## config.mk

```make
export PLATFORM = sky130hd
export DESIGN_NAME = client_slot_table_with_timeout
export DESIGN_NICKNAME = d
export VERILOG_FILES = /design/src/rtl/cst_pkg.sv /design/src/rtl/cst_ram.sv /design/src/rtl/cst_match.sv /design/src/rtl/client_slot_table_with_timeout.sv
export SDC_FILE = /design/constraint.sdc
export NUM_CORES = 2
export LEC_CHECK = 0
export BUFFER_PORTS_ARGS = -buffer_cell sky130_fd_sc_hd__buf_2
export CORE_ASPECT_RATIO = 1.5
export CORE_MARGIN = 5
export CORE_UTILIZATION = 40
export DETAILED_ROUTE_END_ITERATION = 16
export HOLD_SLACK_MARGIN = 0.15
export SETUP_SLACK_MARGIN = 0.15
export SLEW_MARGIN = 20
export SYNTH_ARGS = -nofsm -noshare
export SYNTH_HDL_FRONTEND = slang
export SYNTH_SLANG_ARGS = --single-unit
```

## constraint.sdc

```tcl
create_clock -name clock -period 29.6 [get_ports clock]
set_clock_uncertainty 0.15 [all_clocks]
set_input_delay 2.96 -clock clock [delete_from_list [all_inputs] [get_ports clock]]
set_output_delay 2.96 -clock clock [all_outputs]
set_load 0.01 [all_outputs]
```

## src/rtl/cst_pkg.sv

```systemverilog
// Shared types and codes for the client slot table.
// Used by cst_match and client_slot_table_with_timeout; depends on nothing.
package cst_pkg;

   localparam int CMD_W   = 3;
   localparam int ID_W    = 8;
   localparam int MODE_W  = 2;
   localparam int ADDR_W  = 48;
   localparam int TIME_W  = 32;
   localparam int KIND_W  = 3;
   localparam int SLOT_W  = 4;
   localparam int COUNT_W = 5;
   localparam int CSR_IDX_W  = 8;
   localparam int CSR_DATA_W = 32;

   localparam int SLOT_REACH = 16;

   localparam logic [CMD_W-1:0] CMD_CONNECT    = 3'd0;
   localparam logic [CMD_W-1:0] CMD_SYNC       = 3'd1;
   localparam logic [CMD_W-1:0] CMD_DISCONNECT = 3'd2;
   localparam logic [CMD_W-1:0] CMD_DATA       = 3'd3;
   localparam logic [CMD_W-1:0] CMD_SWEEP      = 3'd4;
   localparam logic [CMD_W-1:0] CMD_FANOUT     = 3'd5;

   localparam logic [MODE_W-1:0] MODE_SINGLE  = 2'd0;
   localparam logic [MODE_W-1:0] MODE_ALL     = 2'd1;
   localparam logic [MODE_W-1:0] MODE_ALL_BUT = 2'd2;
   localparam logic [MODE_W-1:0] MODE_BAD     = 2'd3;

   localparam logic [KIND_W-1:0] KIND_GRANTED = 3'd0;
   localparam logic [KIND_W-1:0] KIND_REFUSED = 3'd1;
   localparam logic [KIND_W-1:0] KIND_DONE    = 3'd2;
   localparam logic [KIND_W-1:0] KIND_IGNORED = 3'd3;
   localparam logic [KIND_W-1:0] KIND_TARGET  = 3'd4;
   localparam logic [KIND_W-1:0] KIND_KICKED  = 3'd5;
   localparam logic [KIND_W-1:0] KIND_NONE    = 3'd6;

   localparam logic [CSR_IDX_W-1:0] CSR_ACTIVE_SLOTS    = 8'd0;
   localparam logic [CSR_IDX_W-1:0] CSR_RECEIVE_TIMEOUT = 8'd1;

   localparam logic [COUNT_W-1:0] ACTIVE_SLOTS_RESET    = 5'd16;
   localparam logic [TIME_W-1:0]  RECEIVE_TIMEOUT_RESET = 32'd1000;

   typedef struct packed {
      logic [CMD_W-1:0]  command;
      logic [MODE_W-1:0] dest_mode;
      logic              slot_is_id;
      logic              connected;
   } match_ctl_type;

endpackage

```

## src/rtl/cst_ram.sv

```systemverilog
// Generic single-write, single-read RAM with registered read data.
// No dependencies.
module cst_ram #(
   parameter int WIDTH = 32,
   parameter int DEPTH = 16
) (
   input  logic                                 clock,
   input  logic                                 wr_en,
   input  logic [(DEPTH > 1 ? $clog2(DEPTH) : 1)-1:0] wr_addr,
   input  logic [WIDTH-1:0]                     wr_data,
   input  logic [(DEPTH > 1 ? $clog2(DEPTH) : 1)-1:0] rd_addr,
   output logic [WIDTH-1:0]                     rd_data
);

   logic [WIDTH-1:0] mem_ff [DEPTH];
   logic [WIDTH-1:0] rd_data_ff;

   always_ff @(posedge clock) begin
      if (wr_en) begin
         mem_ff[wr_addr] <= wr_data;
      end
      rd_data_ff <= mem_ff[rd_addr];
   end

   assign rd_data = rd_data_ff;

endmodule

```

## src/rtl/cst_match.sv

```systemverilog
// Shared slot test: free-slot check, wrap-around age compare, fan-out target test.
// Depends on cst_pkg.
module cst_match (
   input  cst_pkg::match_ctl_type      ctl,
   input  logic [cst_pkg::TIME_W-1:0]  now_ms,
   input  logic [cst_pkg::TIME_W-1:0]  last_heard,
   input  logic [cst_pkg::TIME_W-1:0]  receive_timeout,
   output logic                        hit
);

   logic [cst_pkg::TIME_W-1:0] age;
   logic                       expired;
   logic                       targeted;

   assign age     = now_ms - last_heard;
   assign expired = age >= receive_timeout;

   always_comb begin
      unique case (ctl.dest_mode)
         cst_pkg::MODE_SINGLE:  targeted = ctl.slot_is_id;
         cst_pkg::MODE_ALL:     targeted = 1'b1;
         cst_pkg::MODE_ALL_BUT: targeted = !ctl.slot_is_id;
         default:               targeted = 1'b0;
      endcase
   end

   always_comb begin
      unique case (ctl.command)
         cst_pkg::CMD_CONNECT: hit = !ctl.connected;
         cst_pkg::CMD_SWEEP:   hit = ctl.connected && expired;
         cst_pkg::CMD_FANOUT:  hit = ctl.connected && targeted;
         default:              hit = 1'b0;
      endcase
   end

endmodule

```

## src/rtl/client_slot_table_with_timeout.sv

```systemverilog
// Client slot table with receive timeout: sequencer, connected flags, slot stores.
// Depends on cst_pkg, cst_ram and cst_match.
//
// Usage:
//  - req_* carries one command item; it is taken when req_valid is high and
//    req_stall is low. req_stall is high from the cycle after an item is taken
//    until its last result has been loaded into the output register.
//  - rsp_* returns result items; rsp_last marks the final one of a command.
//    Every command gives at least one result.
//  - csr_* writes active_slots (index 0) and receive_timeout (index 1); it is
//    always ready. Write only while the block is idle.
//  - Sync, data and disconnect pass through ST_ONE to ST_FINAL, which loads
//    their result. An out-of-range id, a bad fan-out mode or a reserved
//    command goes straight from ST_IDLE to ST_FINAL.
//  - Connect, sweep and fan-out scan the first n slots, n = min(active_slots,
//    MAX_SLOTS, 16), one per cycle through the shared slot test unless paused
//    as below; the last result is loaded from ST_FINAL. Connect stops at the
//    first free slot. A scanned result is held one step so that rsp_last can
//    be set on the final one.
//  - When rsp_stall holds a result, the scan pauses on its next hit until the
//    output register frees; nothing is dropped.
//  - Reset (synchronous) clears all slots to free and restores the register
//    defaults of 16 slots and a 1000 ms timeout.
module client_slot_table_with_timeout #(
   parameter int MAX_SLOTS = 16
) (
   input  logic                            clock,
   input  logic                            reset,
   input  logic                            req_valid,
   output logic                            req_stall,
   input  logic [cst_pkg::CMD_W-1:0]       req_command,
   input  logic [cst_pkg::ID_W-1:0]        req_client_id,
   input  logic [cst_pkg::MODE_W-1:0]      req_dest_mode,
   input  logic [cst_pkg::ADDR_W-1:0]      req_peer_address,
   input  logic [cst_pkg::TIME_W-1:0]      req_now_ms,
   output logic                            rsp_valid,
   input  logic                            rsp_stall,
   output logic [cst_pkg::KIND_W-1:0]      rsp_kind,
   output logic [cst_pkg::SLOT_W-1:0]      rsp_slot,
   output logic [cst_pkg::ADDR_W-1:0]      rsp_target_address,
   output logic                            rsp_last,
   input  logic                            csr_valid,
   output logic                            csr_ready,
   input  logic [cst_pkg::CSR_IDX_W-1:0]   csr_index,
   input  logic [cst_pkg::CSR_DATA_W-1:0]  csr_data
);

   localparam int DEPTH = (MAX_SLOTS < cst_pkg::SLOT_REACH) ? MAX_SLOTS : cst_pkg::SLOT_REACH;
   localparam int IDX_W = (DEPTH > 1) ? $clog2(DEPTH) : 1;

   typedef enum logic [1:0] {
      ST_IDLE,
      ST_ONE,
      ST_SCAN,
      ST_FINAL
   } state_type;

   state_type                      state_ff;
   logic [IDX_W-1:0]               idx_ff, idx_in;
   logic                           conn_ff [DEPTH];
   logic [cst_pkg::COUNT_W-1:0]    active_ff;
   logic [cst_pkg::TIME_W-1:0]     timeout_ff;

   logic [cst_pkg::CMD_W-1:0]      cmd_ff;
   logic [cst_pkg::ID_W-1:0]       id_ff;
   logic [cst_pkg::MODE_W-1:0]     mode_ff;
   logic [cst_pkg::ADDR_W-1:0]     peer_ff;
   logic [cst_pkg::TIME_W-1:0]     now_ff;

   logic                           pend_valid_ff;
   logic [cst_pkg::KIND_W-1:0]     pend_kind_ff;
   logic [cst_pkg::SLOT_W-1:0]     pend_slot_ff;
   logic [cst_pkg::ADDR_W-1:0]     pend_addr_ff;

   logic                           rsp_valid_ff;
   logic [cst_pkg::KIND_W-1:0]     rsp_kind_ff;
   logic [cst_pkg::SLOT_W-1:0]     rsp_slot_ff;
   logic [cst_pkg::ADDR_W-1:0]     rsp_addr_ff;
   logic                           rsp_last_ff;

   logic [cst_pkg::COUNT_W-1:0]    n_eff;
   logic                           out_free;
   logic                           req_single;
   logic                           req_id_ok;
   logic                           conn_cur;
   logic                           last_idx;
   logic                           hit;
   logic                           scan_hold;
   logic                           rsp_load;
   logic                           time_we;
   logic                           addr_we;
   logic [cst_pkg::ADDR_W-1:0]     rd_addr_data;
   logic [cst_pkg::TIME_W-1:0]     rd_time_data;
   cst_pkg::match_ctl_type         match_ctl;

   assign n_eff = (active_ff > cst_pkg::COUNT_W'(DEPTH)) ? cst_pkg::COUNT_W'(DEPTH) : active_ff;
   assign out_free   = !rsp_valid_ff || !rsp_stall;
   assign req_single = (req_command == cst_pkg::CMD_SYNC) ||
                       (req_command == cst_pkg::CMD_DISCONNECT) ||
                       (req_command == cst_pkg::CMD_DATA);
   assign req_id_ok  = req_client_id < cst_pkg::ID_W'(n_eff);
   assign conn_cur   = conn_ff[idx_ff];
   assign last_idx   = (cst_pkg::COUNT_W'(idx_ff) + cst_pkg::COUNT_W'(1)) == n_eff;

   assign match_ctl.command    = cmd_ff;
   assign match_ctl.dest_mode  = mode_ff;
   assign match_ctl.slot_is_id = cst_pkg::ID_W'(idx_ff) == id_ff;
   assign match_ctl.connected  = conn_cur;

   cst_match u_match (
      .ctl             (match_ctl),
      .now_ms          (now_ff),
      .last_heard      (rd_time_data),
      .receive_timeout (timeout_ff),
      .hit             (hit)
   );

   assign scan_hold = (state_ff == ST_SCAN) && (cmd_ff != cst_pkg::CMD_CONNECT) &&
                      hit && pend_valid_ff && !out_free;
   assign rsp_load  = ((state_ff == ST_SCAN) && (cmd_ff != cst_pkg::CMD_CONNECT) &&
                       !scan_hold && hit && pend_valid_ff) ||
                      ((state_ff == ST_FINAL) && out_free);

   always_comb begin
      idx_in = idx_ff;
      unique case (state_ff)
         ST_IDLE: begin
            idx_in = (req_valid && req_single) ? req_client_id[IDX_W-1:0] : '0;
         end
         ST_SCAN: begin
            if (!scan_hold && !last_idx &&
                !((cmd_ff == cst_pkg::CMD_CONNECT) && hit)) begin
               idx_in = idx_ff + IDX_W'(1);
            end
         end
         default: idx_in = idx_ff;
      endcase
   end

   assign addr_we = (state_ff == ST_SCAN) && (cmd_ff == cst_pkg::CMD_CONNECT) && hit;
   assign time_we = addr_we ||
                    ((state_ff == ST_ONE) && conn_cur &&
                     ((cmd_ff == cst_pkg::CMD_SYNC) || (cmd_ff == cst_pkg::CMD_DATA)));

   cst_ram #(.WIDTH(cst_pkg::ADDR_W), .DEPTH(DEPTH)) u_addr_ram (
      .clock   (clock),
      .wr_en   (addr_we),
      .wr_addr (idx_ff),
      .wr_data (peer_ff),
      .rd_addr (idx_in),
      .rd_data (rd_addr_data)
   );

   cst_ram #(.WIDTH(cst_pkg::TIME_W), .DEPTH(DEPTH)) u_time_ram (
      .clock   (clock),
      .wr_en   (time_we),
      .wr_addr (idx_ff),
      .wr_data (now_ff),
      .rd_addr (idx_in),
      .rd_data (rd_time_data)
   );

   always_ff @(posedge clock) begin
      if (reset) begin
         state_ff      <= ST_IDLE;
         idx_ff        <= '0;
         active_ff     <= cst_pkg::ACTIVE_SLOTS_RESET;
         timeout_ff    <= cst_pkg::RECEIVE_TIMEOUT_RESET;
         pend_valid_ff <= 1'b0;
         rsp_valid_ff  <= 1'b0;
         for (int i = 0; i < DEPTH; i++) begin
            conn_ff[i] <= 1'b0;
         end
      end else begin
         idx_ff <= idx_in;
         if (csr_valid) begin
            if (csr_index == cst_pkg::CSR_ACTIVE_SLOTS) begin
               active_ff <= csr_data[cst_pkg::COUNT_W-1:0];
            end else if (csr_index == cst_pkg::CSR_RECEIVE_TIMEOUT) begin
               timeout_ff <= csr_data[cst_pkg::TIME_W-1:0];
            end
         end
         if (rsp_load) begin
            rsp_valid_ff <= 1'b1;
         end else if (rsp_valid_ff && !rsp_stall) begin
            rsp_valid_ff <= 1'b0;
         end

         unique case (state_ff)
            ST_IDLE: begin
               if (req_valid) begin
                  cmd_ff        <= req_command;
                  id_ff         <= req_client_id;
                  mode_ff       <= req_dest_mode;
                  peer_ff       <= req_peer_address;
                  now_ff        <= req_now_ms;
                  pend_kind_ff  <= ((req_command == cst_pkg::CMD_CONNECT) && (n_eff == '0)) ?
                                   cst_pkg::KIND_REFUSED : cst_pkg::KIND_IGNORED;
                  pend_slot_ff  <= '0;
                  pend_addr_ff  <= '0;
                  priority if (req_single) begin
                     pend_valid_ff <= !req_id_ok;
                     state_ff      <= req_id_ok ? ST_ONE : ST_FINAL;
                  end else if (req_command == cst_pkg::CMD_CONNECT) begin
                     pend_valid_ff <= (n_eff == '0);
                     state_ff      <= (n_eff == '0) ? ST_FINAL : ST_SCAN;
                  end else if (req_command == cst_pkg::CMD_SWEEP) begin
                     pend_valid_ff <= 1'b0;
                     state_ff      <= (n_eff == '0) ? ST_FINAL : ST_SCAN;
                  end else if (req_command == cst_pkg::CMD_FANOUT) begin
                     if ((req_dest_mode == cst_pkg::MODE_BAD) ||
                         ((req_dest_mode != cst_pkg::MODE_ALL) && !req_id_ok)) begin
                        pend_valid_ff <= 1'b1;
                        state_ff      <= ST_FINAL;
                     end else begin
                        pend_valid_ff <= 1'b0;
                        state_ff      <= (n_eff == '0) ? ST_FINAL : ST_SCAN;
                     end
                  end else begin
                     pend_valid_ff <= 1'b1;
                     state_ff      <= ST_FINAL;
                  end
               end
            end
            ST_ONE: begin
               pend_valid_ff <= 1'b1;
               if (conn_cur) begin
                  pend_kind_ff <= cst_pkg::KIND_DONE;
                  if (cmd_ff == cst_pkg::CMD_DISCONNECT) begin
                     conn_ff[idx_ff] <= 1'b0;
                  end
               end else begin
                  pend_kind_ff <= cst_pkg::KIND_IGNORED;
               end
               state_ff <= ST_FINAL;
            end
            ST_SCAN: begin
               if (cmd_ff == cst_pkg::CMD_CONNECT) begin
                  if (hit) begin
                     conn_ff[idx_ff] <= 1'b1;
                     pend_valid_ff   <= 1'b1;
                     pend_kind_ff    <= cst_pkg::KIND_GRANTED;
                     pend_slot_ff    <= cst_pkg::SLOT_W'(idx_ff);
                     pend_addr_ff    <= peer_ff;
                     state_ff        <= ST_FINAL;
                  end else if (last_idx) begin
                     pend_valid_ff <= 1'b1;
                     pend_kind_ff  <= cst_pkg::KIND_REFUSED;
                     state_ff      <= ST_FINAL;
                  end
               end else if (!scan_hold) begin
                  if (hit) begin
                     if (pend_valid_ff) begin
                        rsp_kind_ff  <= pend_kind_ff;
                        rsp_slot_ff  <= pend_slot_ff;
                        rsp_addr_ff  <= pend_addr_ff;
                        rsp_last_ff  <= 1'b0;
                     end
                     pend_valid_ff <= 1'b1;
                     pend_kind_ff  <= (cmd_ff == cst_pkg::CMD_SWEEP) ?
                                      cst_pkg::KIND_KICKED : cst_pkg::KIND_TARGET;
                     pend_slot_ff  <= cst_pkg::SLOT_W'(idx_ff);
                     pend_addr_ff  <= rd_addr_data;
                     if (cmd_ff == cst_pkg::CMD_SWEEP) begin
                        conn_ff[idx_ff] <= 1'b0;
                     end
                  end
                  if (last_idx) begin
                     state_ff <= ST_FINAL;
                  end
               end
            end
            ST_FINAL: begin
               if (out_free) begin
                  rsp_kind_ff   <= pend_valid_ff ? pend_kind_ff : cst_pkg::KIND_NONE;
                  rsp_slot_ff   <= pend_valid_ff ? pend_slot_ff : '0;
                  rsp_addr_ff   <= pend_valid_ff ? pend_addr_ff : '0;
                  rsp_last_ff   <= 1'b1;
                  pend_valid_ff <= 1'b0;
                  state_ff      <= ST_IDLE;
               end
            end
            default: state_ff <= ST_IDLE;
         endcase
      end
   end

   assign req_stall          = state_ff != ST_IDLE;
   assign csr_ready          = 1'b1;
   assign rsp_valid          = rsp_valid_ff;
   assign rsp_kind           = rsp_kind_ff;
   assign rsp_slot           = rsp_slot_ff;
   assign rsp_target_address = rsp_addr_ff;
   assign rsp_last           = rsp_last_ff;

endmodule
```

==> impl_table.tex <==
\begin{tabular}{lr}
\hline
Metric & Value \\
\hline
\multicolumn{2}{l}{\textbf{Placed design}} \\
\quad Placed Instance Area & 67800 um\^{}2 \\
\quad Final estimated routing congestion in global placement & 0.809 \\
\quad Buffers on Ports & 195 \\
\quad Placed instance count & 6903 \\
\quad Detail Placement HPWL & 90300 um \\
\multicolumn{2}{l}{\textbf{Power and ir drop}} \\
\quad Portion of total power attributed to the clock network & 30.1\% \\
\quad Total power per unit cell area & 94.0 nW/um\^{}2 \\
\quad Internal Pwr Total & 4580 uW \\
\quad Net Switching & 2300 uW \\
\quad Maximum vdd drop & 0.125 mV \\
\quad Net switching fraction of the power & 33.4\% \\
\quad Leakage power summed over all cells & 0.0251 uW \\
\quad Combinational share of power & 28.9\% \\
\quad Final Power & 6880 uW \\
\quad Flop pwr share & 41.0\% \\
\multicolumn{2}{l}{\textbf{Clock tree}} \\
\quad Post-CTS Setup Repair Bufs & 0 \\
\quad TritonCTS clock tree & built \\
\quad Cts hold-fix bufs & 0 \\
\quad Root Driver & sky130\_fd\_sc\_hd\_\_clkbuf\_16 \\
\quad Clock latency on the worst-skew pair & 0.79 ns \\
\quad Number of sinks driven by the clock tree & 1625 \\
\quad H-Tree Level Count & 4 \\
\quad Clock transition at the registers of the reported paths & 0.06 ns \\
\quad Deepest clock path buffer count & 3 \\
\quad CTS Buf Count & 153 \\
\quad Count of cells resized by post-cts repair & 0 \\
\multicolumn{2}{l}{\textbf{Critical path}} \\
\quad Setup slack, reg-to-reg & 18.19 ns \\
\quad Kind of capture point of the worst setup path & flop \\
\quad Worst Path Arrival & 11.93 ns \\
\quad Worst EP required & 30.12 ns \\
\quad Most frequent cell on the critical path & sky130\_fd\_sc\_hd\_\_buf\_4 \\
\quad CP max stage delay & 0.83 ns \\
\quad Maximum fanout along the worst path & 73 \\
\quad Cell with the biggest individual delay on the critical path & sky130\_fd\_sc\_hd\_\_buf\_4 \\
\quad Critical path start-end classification & flop to flop \\
\quad Critical Path Start Type & flop \\
\multicolumn{2}{l}{\textbf{Drt}} \\
\quad Routed wirelength normalized by instance count & 23.8 um \\
\quad Detailed Routing Iterations Pass 1 & 6 \\
\quad Wirelength, routed & 171000 um \\
\quad Number of DRC markers after the initial detailed-route iteration & 3595 \\
\quad Number of nets with antenna violations after routing & 0 \\
\quad DRC Markers & 0 \\
\quad Ratio of routed vias to standard cells & 5.45 \\
\quad Total vias in the final route & 39.2k \\
\multicolumn{2}{l}{\textbf{Synth}} \\
\quad Flip-flop and latch count after synthesis & 1625 \\
\quad XOR/XNOR Fraction of Synth Area & 0.503\% \\
\quad Number of enable flip-flop cells after synthesis & 1500 \\
\quad Dominant cell type by area after synthesis & sky130\_fd\_sc\_hd\_\_edfxtp\_1 \\
\quad Syn Area/Cell & 13.4 um\^{}2 \\
\quad Top-area cell type share of the netlist area & 69.7\% \\
\quad Dominant combinational cell family by area after synthesis & simple AND/OR/NAND/NOR gates \\
\quad Multiplexer share of the synthesized area & 4.07\% \\
\quad Synth async-reset ratio & 0\% \\
\quad Post-Syn Area & 64600 um\^{}2 \\
\quad Portion of the post-synthesis area used by sequential elements & 73.6\% \\
\quad Post-synthesis share of cell area spent on and, or, nand and nor gates & 14.3\% \\
\quad Count of unique library cells instantiated by Yosys & 77 \\
\quad Count of synthesis-stage warnings from yosys & 0 \\
\quad Syn Inst Count & 4811 \\
\quad Adder-cell share of the synthesized area & 1.52\% \\
\quad Top post-synthesis cells by area & sky130\_fd\_sc\_hd\_\_edfxtp\_1 70\%, sky130\_fd\_sc\_hd\_\_nand2\_1 6.8\%, sky130\_fd\_sc\_hd\_\_nand3\_1 5.7\% \\
\quad Synthesized-area fraction occupied by ao, oa, aoi and oai cells & 3.44\% \\
\quad Net count after synthesis & 5027 \\
\quad Most used DFF post-synth & sky130\_fd\_sc\_hd\_\_edfxtp\_1 \\
\multicolumn{2}{l}{\textbf{Cells and area}} \\
\quad Net total in the final layout & 5181 \\
\quad Post-route design area & 73200 um\^{}2 \\
\quad Layout Area Growth over Synthesis & 13.3\% \\
\quad Final Non-Filler Cells & 7190 \\
\quad Commonest non-fill, non-tap cell in the layout & sky130\_fd\_sc\_hd\_\_edfxtp\_1 \\
\quad Fraction of layout cells with a size suffix above 1 & 11.2\% \\
\quad Number of fill cells in the layout & 14.1k \\
\quad Commonest non-fill, non-tap cells in the layout & 1500 x sky130\_fd\_sc\_hd\_\_edfxtp\_1, 1173 x sky130\_fd\_sc\_hd\_\_nand2\_1, 730 x sky130\_fd\_sc\_hd\_\_nand3\_1, 252 x sky130\_fd\_sc\_hd\_\_mux2i\_1, 195 x sky130\_fd\_sc\_hd\_\_buf\_2 \\
\multicolumn{2}{l}{\textbf{Floorplanning}} \\
\quad Vertical extent of the die & 502 um \\
\quad Total Die Area & 170000 um\^{}2 \\
\quad Cell Rows & 180 \\
\quad Width of the die & 338 um \\
\quad Initial core utilization & 40.2\% \\
\quad Top Ports & 197 \\
\quad Core region area & 161000 um\^{}2 \\
\multicolumn{2}{l}{\textbf{STA}} \\
\quad Final setup violation count & 0 \\
\quad Setup TNS & 0 ns \\
\quad Total count of hold-check failures in the final report & 0 \\
\quad Post-layout min period & 11.41 ns \\
\quad Pin slew with the least headroom to its limit & 1.09 ns \\
\quad RSZ-0062 raised after global routing & no \\
\quad Relative max-transition margin & 25.6\% \\
\quad Final worst-path cycle share & 38.5\% \\
\quad Timing-limited maximum frequency & 87.7 MHz \\
\quad Final Slew Violations & 0 \\
\multicolumn{2}{l}{\textbf{Global route}} \\
\quad Global routing usage summed across all routing layers & 19.6\% \\
\quad Wire length of the first global-routing pass & 252000 um \\
\quad Vias in the first global route & 38.9k \\
\quad Largest net degree at the start of global routing & 174 \\
\quad Grt ovf & 0 \\
\quad Number of antenna violations at the first check in global routing & 15 \\
\quad Met3 track demand over resource & 2.66\% \\
\quad Met2 track demand over resource in global routing & 35.1\% \\
\quad GR peak layer & met2 \\
\quad Met1 track demand over resource & 24.4\% \\
\multicolumn{2}{l}{\textbf{Worst hold path}} \\
\quad Hold/Removal Path Class & flop to flop \\
\multicolumn{2}{l}{\textbf{Status}} \\
\quad Result of the run & finished clean \\
\multicolumn{2}{l}{\textbf{Run}} \\
\quad Number of max-capacitance violations reported & 0 \\
\hline
\end{tabular}
## synthesized netlist by cell type, types with 3 or more instances
| cell type | count |
|---|---|
| sky130_fd_sc_hd__a2111oi_0 | 3 |
| sky130_fd_sc_hd__a211oi_1 | 4 |
| sky130_fd_sc_hd__a21boi_1 | 4 |
| sky130_fd_sc_hd__a21o_1 | 19 |
| sky130_fd_sc_hd__a21oi_1 | 126 |
| sky130_fd_sc_hd__a31oi_1 | 7 |
| sky130_fd_sc_hd__a32oi_1 | 81 |
| sky130_fd_sc_hd__and2_1 | 59 |
| sky130_fd_sc_hd__and4_1 | 4 |
| sky130_fd_sc_hd__buf_1 | 9 |
| sky130_fd_sc_hd__buf_2 | 120 |
| sky130_fd_sc_hd__buf_4 | 6 |
| sky130_fd_sc_hd__buf_6 | 20 |
| sky130_fd_sc_hd__clkbuf_1 | 115 |
| sky130_fd_sc_hd__dfxtp_1 | 125 |
| sky130_fd_sc_hd__edfxtp_1 | 1500 |
| sky130_fd_sc_hd__ha_1 | 77 |
| sky130_fd_sc_hd__inv_1 | 86 |
| sky130_fd_sc_hd__mux2i_1 | 252 |
| sky130_fd_sc_hd__mux4_2 | 3 |
| sky130_fd_sc_hd__nand2_1 | 1174 |
| sky130_fd_sc_hd__nand2b_1 | 7 |
| sky130_fd_sc_hd__nand3_1 | 730 |
| sky130_fd_sc_hd__nand3b_1 | 8 |
| sky130_fd_sc_hd__nand4_1 | 7 |
| sky130_fd_sc_hd__nor2_1 | 101 |
| sky130_fd_sc_hd__nor2b_1 | 6 |
| sky130_fd_sc_hd__nor3_1 | 13 |
| sky130_fd_sc_hd__nor4_1 | 4 |
| sky130_fd_sc_hd__o211ai_1 | 4 |
| sky130_fd_sc_hd__o21a_1 | 5 |
| sky130_fd_sc_hd__o21ai_0 | 40 |
| sky130_fd_sc_hd__o21bai_1 | 3 |
| sky130_fd_sc_hd__o22ai_1 | 3 |
| sky130_fd_sc_hd__o31ai_1 | 3 |
| sky130_fd_sc_hd__or3_1 | 4 |
| sky130_fd_sc_hd__xnor2_1 | 18 |
| sky130_fd_sc_hd__xor2_1 | 14 |
## worst max-delay path, delay by kind of cell, from the launching register on
family	cells	cell delay [ns]
and+or+nand+nor	3	0.62
adders and majority gates	3	0.83
muxes	2	0.37
DFF	1	0.61
xor gates and xnor gates	1	0.16
AOI/OAI and AO/OA	14	4.25
buffers and inverters	7	4.05
## final cells by class
cell class	instances	area [um^2]	share of cell area, %
Timing Repair Buffer	270	1590	2.17
Sequential cell	1625	47500	65.0
Antenna cell	5	12.5	0.0171
Clock buffer	209	4290	5.87
Multi-Input combinational cell	2829	15700	21.5
Inverter	86	323	0.441
Clock inverter	73	1060	1.45
Tap cell	2093	2620	3.58
## worst paths after layout
kind                                      from                      to  cells after the start
worst max-delay path                 now_ff[0]  u_addr_ram.rd_data[34]                     30
worst min-delay path            timeout_ff[24]          timeout_ff[24]                      2
worst max register to register       now_ff[0]  u_addr_ram.rd_data[34]                     30
worst min register to register  timeout_ff[24]          timeout_ff[24]                      2
## layer usage
| layer | wire length [um] | up-vias |
|---|---|---|
| li1 | - | 17800 |
| met1 | 68000 | 19700 |
| met2 | 87600 | 1376 |
| met3 | 9710 | 303 |
| met4 | 5890 | 4 |
| met5 | 22 | - |
## state kept, by name (all words and copies together), names as in the netlist
name	flops
state_ff	2
pend_valid_ff	1
active_ff	5
pend_kind_ff	3
cmd_ff	3
conn_ff	16
rsp_target_address	48
id_ff	8
rsp_last	1
u_addr_ram.rd_data	48
timeout_ff	32
rsp_valid	1
u_time_ram.rd_data	32
pend_slot_ff	4
idx_ff	4
now_ff	32
pend_addr_ff	48
u_addr_ram.mem_ff	768
peer_ff	48
u_time_ram.mem_ff	512
rsp_slot	4
rsp_kind	3
mode_ff	2
## cell families after synthesis
family	count (synthesis)
AOI/OAI and AO/OA	330
buffers and inverters	357
muxes	257
DFF	1625
xor gates and xnor gates	34
adders and majority gates	78
and+or+nand+nor	2129
other	1
## stage by stage
step / hold slack (ns) / utilization (%) / worst slack (ns)
floorplan: 0.286 / - / 20.10
global placement: 0.299 / 42.2 / 18.35
detailed placement: 0.300 / 42.2 / 18.25
CTS: 0.309 / 45.6 / 18.17
global route: 0.326 / 45.6 / 17.28
finish: 0.307 / 45.6 / 18.19
## power by group through the flow
stage          Clock [uW]  Sequential [uW]  Combinational, uW
2_1_floorplan           0             2830               1430
3_3_place_gp            0             2870               1980
3_5_place_dp            0             2870               2000
4_1_cts              2110             2820               2010
5_1_grt              2200             2840               2190
6_report             2070             2820               1990
(Power assumes the default switching activity.)
